`src/hdl/text_console_writer_macros.svh`:
```
// Assertion helpers shared by the console writer modules.
// Both sample on clock and are disabled while reset is high.
`ifndef TEXT_CONSOLE_WRITER_MACROS_SVH
`define TEXT_CONSOLE_WRITER_MACROS_SVH

// same-cycle implication
`define TCW_ASSERT_IMP(lbl, a, c, msg) \
   lbl: assert property (@(posedge clock) disable iff (reset) (a) |-> (c)) else $error(msg);

// next-cycle implication
`define TCW_ASSERT_NXT(lbl, a, c, msg) \
   lbl: assert property (@(posedge clock) disable iff (reset) (a) |=> (c)) else $error(msg);

`endif

```
`src/hdl/tcw_pkg.sv`:
```
`timescale 1ns / 1ps

package tcw_pkg;

   localparam int DEF_COLUMNS = 80;
   localparam int DEF_ROWS    = 25;

   localparam int OP_W       = 2;
   localparam int CHAR_W     = 8;
   localparam int ADDR_W     = 11;
   localparam int POS_W      = 11;
   localparam int DATA_W     = 16;
   localparam int ATTR_W     = 8;
   localparam int CSR_IDX_W  = 1;
   localparam int CSR_DATA_W = 16;

   localparam logic [ATTR_W-1:0] ATTR_RESET  = 8'd7;
   localparam logic [DATA_W-1:0] BLANK_RESET = 16'd1824;

   localparam logic [CHAR_W-1:0] CH_NEWLINE = 8'd10;
   localparam logic [CHAR_W-1:0] CH_TAB     = 8'd9;
   localparam int                TAB_STOP   = 4;

   localparam logic [OP_W-1:0] OP_PUT       = 2'd0;
   localparam logic [OP_W-1:0] OP_BACKSPACE = 2'd1;
   localparam logic [OP_W-1:0] OP_CLEAR     = 2'd2;
   localparam logic [OP_W-1:0] OP_READ      = 2'd3;

   localparam logic [CSR_IDX_W-1:0] CSR_ATTRIBUTE = 1'd0;
   localparam logic [CSR_IDX_W-1:0] CSR_BLANK     = 1'd1;

   // store sweep kinds
   localparam logic [1:0] SWEEP_FILL      = 2'd0;
   localparam logic [1:0] SWEEP_BACKSPACE = 2'd1;
   localparam logic [1:0] SWEEP_SCROLL    = 2'd2;

   typedef struct packed {
      logic       load;         // capture request item
      logic       decode;       // apply cursor update, issue put write or read
      logic       sweep_start;
      logic [1:0] sweep_kind;
      logic       sweep_step;
      logic       rsp_load;
   } tcw_cmd_type;

   typedef struct packed {
      logic [OP_W-1:0] op;
      logic            scroll;
      logic            bs_home;
      logic            sweep_last;
   } tcw_status_type;

endpackage

```
`src/hdl/tcw_ctrl.sv`:
```
`timescale 1ns / 1ps

`include "text_console_writer_macros.svh"

module tcw_ctrl (
   input  logic                    clock,
   input  logic                    reset,
   input  logic                    req_valid,
   output logic                    req_stall,
   output logic                    rsp_valid,
   input  logic                    rsp_stall,
   input  tcw_pkg::tcw_status_type status,
   output tcw_pkg::tcw_cmd_type    cmd
);

   localparam logic [2:0] ST_BOOT   = 3'd0;
   localparam logic [2:0] ST_IDLE   = 3'd1;
   localparam logic [2:0] ST_DECODE = 3'd2;
   localparam logic [2:0] ST_SWEEP  = 3'd3;
   localparam logic [2:0] ST_DRAIN  = 3'd4;
   localparam logic [2:0] ST_RESP   = 3'd5;

   logic [2:0] state_ff, state_in;
   logic       boot_ff, boot_in;
   logic       rsp_valid_ff, rsp_valid_in;

   assign req_stall = (state_ff != ST_IDLE);
   assign rsp_valid = rsp_valid_ff;

   always_comb begin
      state_in = state_ff;
      boot_in  = boot_ff;
      cmd      = '0;
      case (state_ff)
         ST_BOOT: begin
            cmd.sweep_start = 1'b1;
            cmd.sweep_kind  = tcw_pkg::SWEEP_FILL;
            state_in        = ST_SWEEP;
         end
         ST_IDLE: begin
            if (req_valid) begin
               cmd.load = 1'b1;
               state_in = ST_DECODE;
            end
         end
         ST_DECODE: begin
            cmd.decode = 1'b1;
            state_in   = ST_RESP;
            case (status.op)
               tcw_pkg::OP_PUT: begin
                  if (status.scroll) begin
                     cmd.sweep_start = 1'b1;
                     cmd.sweep_kind  = tcw_pkg::SWEEP_SCROLL;
                     state_in        = ST_SWEEP;
                  end
               end
               tcw_pkg::OP_BACKSPACE: begin
                  if (!status.bs_home) begin
                     cmd.sweep_start = 1'b1;
                     cmd.sweep_kind  = tcw_pkg::SWEEP_BACKSPACE;
                     state_in        = ST_SWEEP;
                  end
               end
               tcw_pkg::OP_CLEAR: begin
                  cmd.sweep_start = 1'b1;
                  cmd.sweep_kind  = tcw_pkg::SWEEP_FILL;
                  state_in        = ST_SWEEP;
               end
               default: ;
            endcase
         end
         ST_SWEEP: begin
            cmd.sweep_step = 1'b1;
            if (status.sweep_last) state_in = ST_DRAIN;
         end
         ST_DRAIN: begin
            // last store write lands at the end of this cycle
            boot_in  = 1'b0;
            state_in = boot_ff ? ST_IDLE : ST_RESP;
         end
         ST_RESP: begin
            if (!rsp_valid_ff || !rsp_stall) begin
               cmd.rsp_load = 1'b1;
               state_in     = ST_IDLE;
            end
         end
         default: state_in = ST_IDLE;
      endcase
   end

   always_comb begin
      rsp_valid_in = rsp_valid_ff;
      if (cmd.rsp_load) rsp_valid_in = 1'b1;
      else if (rsp_valid_ff && !rsp_stall) rsp_valid_in = 1'b0;
   end

   always_ff @(posedge clock) begin
      if (reset) begin
         state_ff     <= ST_BOOT;
         boot_ff      <= 1'b1;
         rsp_valid_ff <= 1'b0;
      end else begin
         state_ff     <= state_in;
         boot_ff      <= boot_in;
         rsp_valid_ff <= rsp_valid_in;
      end
   end

   `TCW_ASSERT_NXT(a_accept_decodes, (state_ff == ST_IDLE) && req_valid, state_ff == ST_DECODE, "accepted item not decoded")
   `TCW_ASSERT_IMP(a_rsp_no_overwrite, cmd.rsp_load, !(rsp_valid_ff && rsp_stall), "result register overwritten")
   `TCW_ASSERT_IMP(a_boot_ends_in_drain, $fell(boot_ff), $past(state_ff) == ST_DRAIN, "boot fill ended early")

endmodule

```
`config.mk`:
```
export PLATFORM = sky130hd
export DESIGN_NAME = tcw_ctrl
export DESIGN_NICKNAME = d
export VERILOG_FILES = /design/src/hdl/tcw_pkg.sv /design/src/hdl/tcw_ctrl.sv
export VERILOG_INCLUDE_DIRS = /design/src /design/src/hdl
export SDC_FILE = /design/constraint.sdc
export NUM_CORES = 1
export LEC_CHECK = 0
export ABC_AREA = 0
export BUFFER_PORTS_ARGS = -buffer_cell sky130_fd_sc_hd__buf_4
export CORE_AREA = 2 2 39 41
export DETAILED_ROUTE_END_ITERATION = 8
export DIE_AREA = 0 0 41 43
export GPL_TIMING_DRIVEN = 0
export HOLD_SLACK_MARGIN = 0.15
export SYNTH_ARGS = -nofsm -noshare
export SYNTH_HDL_FRONTEND = slang
export SYNTH_SLANG_ARGS = --single-unit
```
`constraint.sdc`:
```
create_clock -name clock -period 1.3 [get_ports clock]
set_clock_uncertainty 0.1 [all_clocks]
set_input_delay 0.13 -clock clock [delete_from_list [all_inputs] [get_ports clock]]
set_output_delay 0.13 -clock clock [all_outputs]
set_load 0.02 [all_outputs]
```
### After elaboration in Yosys (flattened, before gate mapping)

Index checks and enable logic that the tools add are counted.

* input bits: 9
* bits in latches: 0
* RAM bits: 0
* output and inout bits: 9
* ROM bits: 0
* logic and storage cells: 42
* memories kept: 0
* flip-flop bits (word level): 5

* reductions and logical operators: 8
* shifts and indexed selects: 0
* eq/ne operators: 11
* divide/modulo/power cells: 0
* bitwise gates (word level): 0
* order comparisons: 0
* multiplexer cells: 20
* add/subtract/negate cells: 0
* multiply operators: 0

Operator list (number)
* $mux 3: 8
* $pmux 3 s3: 2
* $pmux 3 s6: 1
* $mux 1: 8
* $eq 3x2->1 const B: 2
* $eq 3x3->1 const B: 2
* $ne 2x2->1 const B: 3
* $pmux 3 s2: 1
* $eq 3x1->1 const B: 1
* $logic_not 3->1: 1
* $ne 3x1->1 const B: 1
* $reduce_and 3->1: 1
* $eq 2x1->1 const B: 1
* $eq 2x2->1 const B: 1
* $logic_not 1->1: 2
* $logic_not 2->1: 1
* $reduce_bool 2->1: 1
* $logic_and 1x1->1: 1
* $logic_or 1x1->1: 1

### Longest topological paths before layout

* word-level depth: 5
* gate-level depth with buffers: 5
* mapped depth without buffers: 5

### Worst setup path after synthesis

Ideal clock, no wire load.

* kind: reg2out
* start point: register state_ff[1]
* end point: output cmd[3] in the netlist's numbering
* path slack: -0.243 ns
* required time: 1.070 ns
* cell stages (with the launch flop): 4
* buffers on the path: 1
* data arrival time: 1.313 ns
* cells stage by stage: dfxtp_1 -> buf_2 -> nand2_1 -> nor4b_1

RTL lines
* start: declaration: RTL line tcw_ctrl.sv:23 `logic [2:0] state_ff, state_in;`
* start signal: assignment: RTL line tcw_ctrl.sv:103 `state_ff <= state_in;`
* end: declaration: RTL line tcw_ctrl.sv:13 `output tcw_pkg::tcw_cmd_type cmd`

==> flow_summary.yaml <==
critical_path:
  worstSetupStartpoint: "state_ff[2]"
  worstPathArrival_ns: 1.19
  required_ns: 1.07
  regToRegStartpoint: "state_ff[1]"
  critPathLaunchType: "flop"
  cp_max_fo: 5
  regToRegSetupSlack_ns: -0.04
  worstReg2RegEnd: "state_ff[2]"
  timing.reg2reg.worst_path_depth: 5
  setup.worst_path.class: "reg -> out"
  cp-end-kind: "output pin"
  cp-endpoint: "cmd[2]"
place:
  port_buffer_cells: 17
  routabilityCongestion: 0.673
  dpl_wire_length_um: 565
  detailed_place.area_um2: 468
floorplanning:
  floorplan.core_area_um2: 1380
  die_w_um: 41
  die_height_um: 43
  die_area_um2: 1760
  floorplan.rows: 14
  initial_core_util: 0.221
  io_pins: 18
sta:
  hold_violations: 0
  max_clock_freq_ghz: 0.703
  tns_ns: -0.464
  count_of_endpoints_failing_setup_in_the_final_report: 7
  timing.slew.headroom: 0.713
  timing.final.crit_share: 1.09
  grt_setup_unrepaired: "yes"
  slew_violations: 0
  finalHoldWorstSlack_ns: 0.262
  timing_worst_slew_pin_value_ns: 0.427
  final.min_clock_period_ns: 1.42
  layout_setup_ws_ns: -0.122
yosys:
  mappedNetlistNets: 48
  dominant_register_cell_in_the_synthesized_netlist: "sky130_fd_sc_hd__dfxtp_1"
  register_bit_count_reported_by_yosys: 5
  synth_warnings: 0
  netlist_top_cells_count: "sky130_fd_sc_hd__a21oi_1 (5), sky130_fd_sc_hd__dfxtp_1 (5), sky130_fd_sc_hd__nor2_1 (4)"
  synth_seq_area_share: 0.328
  postSynthCellCount: 39
  yosys.cell_types.count: 22
  synthesis.area_per_instance_um2: 7.83
  yosys.area.top_type: "sky130_fd_sc_hd__dfxtp_1"
  synth_top_area_share: 0.328
  async_flop_share: 0
  netlist_top_cells_area: "sky130_fd_sc_hd__dfxtp_1 (33%), sky130_fd_sc_hd__a21oi_1 (8.2%), sky130_fd_sc_hd__nor4b_1 (5.7%), sky130_fd_sc_hd__a211oi_1 (4.9%), sky130_fd_sc_hd__nor2_1 (4.9%)"
  number_of_enable_flip_flop_cells_after_synthesis: 0
  cell_area_after_synthesis_um2: 305
global_route:
  track_usage: 0.117
  first_global_vias: 345
  grt_pass1_wl_mm: 1.36
  global_route_total_overflow: 0
  grt_start_max_net_pins: 8
  number_of_antenna_violations_at_the_first_check_in_global_routing: 0
clock_network:
  cts.root.buffer_cell: "sky130_fd_sc_hd__clkbuf_4"
  htreeDepth: 1
  clk_path_buf_depth: 2
  clock_latency_ns: 0.25
  clkTransAtPathRegs_ns: 0.05
  tritoncts.num_buffers: 3
  numClockSinks: 5
  tritoncts: "yes"
flow_run:
  cap_viol_max_count: 0
routing:
  wire_per_inst_um: 10.8
  wl_um: 895
  vias_per_cell: 4.67
  routed-via-count: 388
  antenna_violating_nets_post_route: 0
  dr.first_iter.drc_count: 4
  drc: 0
  detailedRoute.firstPassIterationCount: 4
worst_hold_path:
  worst_hold_path_type: "in -> reg"
finish:
  fillers: 134
  layout.cell_area.non_filler_um2: 621
  antenna_diodes: 0
  layout-area-overhead-vs-synth_pct: 103
  layout.nets: 77
  drive_gt1_frac: 0.567
  share_of_the_core_filled_with_cells: 0.448
power_and_ir_drop:
  peakVddDrop_mv: 0.332
  p_total_mw: 0.583
  p_leak_nw: 0.284
  pwr_density_cell_nw_per_um2: 940
outcome:
  outcome: "finished, violations left"
  failing_checks: "negative setup slack"
-- cells by family after synthesis --
group / share of synthesized area
compound gates: 0.328
flops: 0.328
simple gates: 0.279
buf+inv: 0.0656
-- where the power goes --
part / total [mW] / internal (mW) / leakage (nW) / switching, mW
clock network: 0.189 / 0.117 / 0.0150 / 0.0729
logic: 0.210 / 0.108 / 0.227 / 0.102
registers: 0.184 / 0.167 / 0.0426 / 0.0164
total: 0.583 / 0.392 / 0.284 / 0.191
-- worst min-delay path by stage --
stage,cells past startpoint,end,slack (ns),startpoint
4_1_cts,4,state_ff[1],0.25,status[2]
3_3_place_gp,2,state_ff[0],0.24,reset
3_5_place_dp,2,state_ff[0],0.24,reset
5_1_grt,4,state_ff[1],0.31,status[2]
6_report,4,state_ff[1],0.26,status[2]
2_1_floorplan,1,rsp_valid,0.1,reset
-- metrics by stage --
step           instances  setup WS [ns]
2_1_floorplan         39        0.00623
3_3_place_gp          72        0.00426
3_5_place_dp          72        0.00881
4_1_cts               83         -0.131
5_1_grt               83         -0.189
6_report              83         -0.122
-- routing by layer --
metal,routed length (um),vias to the layer above,global-route usage
met3,80,3,0.0157
met5,0,-,0
li1,-,197,-
met4,32,0,0.120
met2,413,22,0.163
met1,368,166,0.141
-- layout by cell type, fill, tap and decap left out, types with 2 or more instances in the layout --
cell and count:
sky130_fd_sc_hd__buf_4 18, sky130_fd_sc_hd__a21oi_1 4, sky130_fd_sc_hd__dlygate4sd3_1 4, sky130_fd_sc_hd__buf_6 3, sky130_fd_sc_hd__clkbuf_4 3, sky130_fd_sc_hd__inv_1 2
sky130_fd_sc_hd__nor4b_4 2, sky130_fd_sc_hd__o21ai_0 2, sky130_fd_sc_hd__nand2_1 2, sky130_fd_sc_hd__nor2_1 2, sky130_fd_sc_hd__a211oi_1 2, sky130_fd_sc_hd__dfxtp_1 2
sky130_fd_sc_hd__dfxtp_4 2
-- sequential cells by signal, summed over array words and instances (netlist names) --
| register | flops |
|---|---|
| boot_ff | 1 |
| rsp_valid | 1 |
| state_ff | 3 |
-- critical path, stage by stage, from the launching register on --
cell,delay (ns)
sky130_fd_sc_hd__dfxtp_4,0.36
sky130_fd_sc_hd__nor2_4,0.13
sky130_fd_sc_hd__nand2_4,0.08
sky130_fd_sc_hd__nor4b_4,0.20
sky130_fd_sc_hd__buf_4,0.17
-- layout make-up --
cell class	count	area [um^2]	area share
plain buffers	1	11.3	0.0181
clock buffers	4	26.3	0.0423
inverters	2	7.51	0.0121
multi-input cells	30	244	0.393
flip-flops and latches	5	109	0.175
well taps	16	20.0	0.0323
repair buffers	25	203	0.327
-- what timing repair did --
| action | CTS | global route |
|---|---|---|
| setup endpoints to repair | 8 | 10 |
| hold endpoints to repair | 5 | 0 |
| setup buffers | 3 | 0 |
| cloned | 1 | 0 |
| pin swaps | 3 | 0 |
| hold buffers | 4 | 0 |
| gates resized for setup | 11 | 7 |
(Power assumes the default switching activity.)
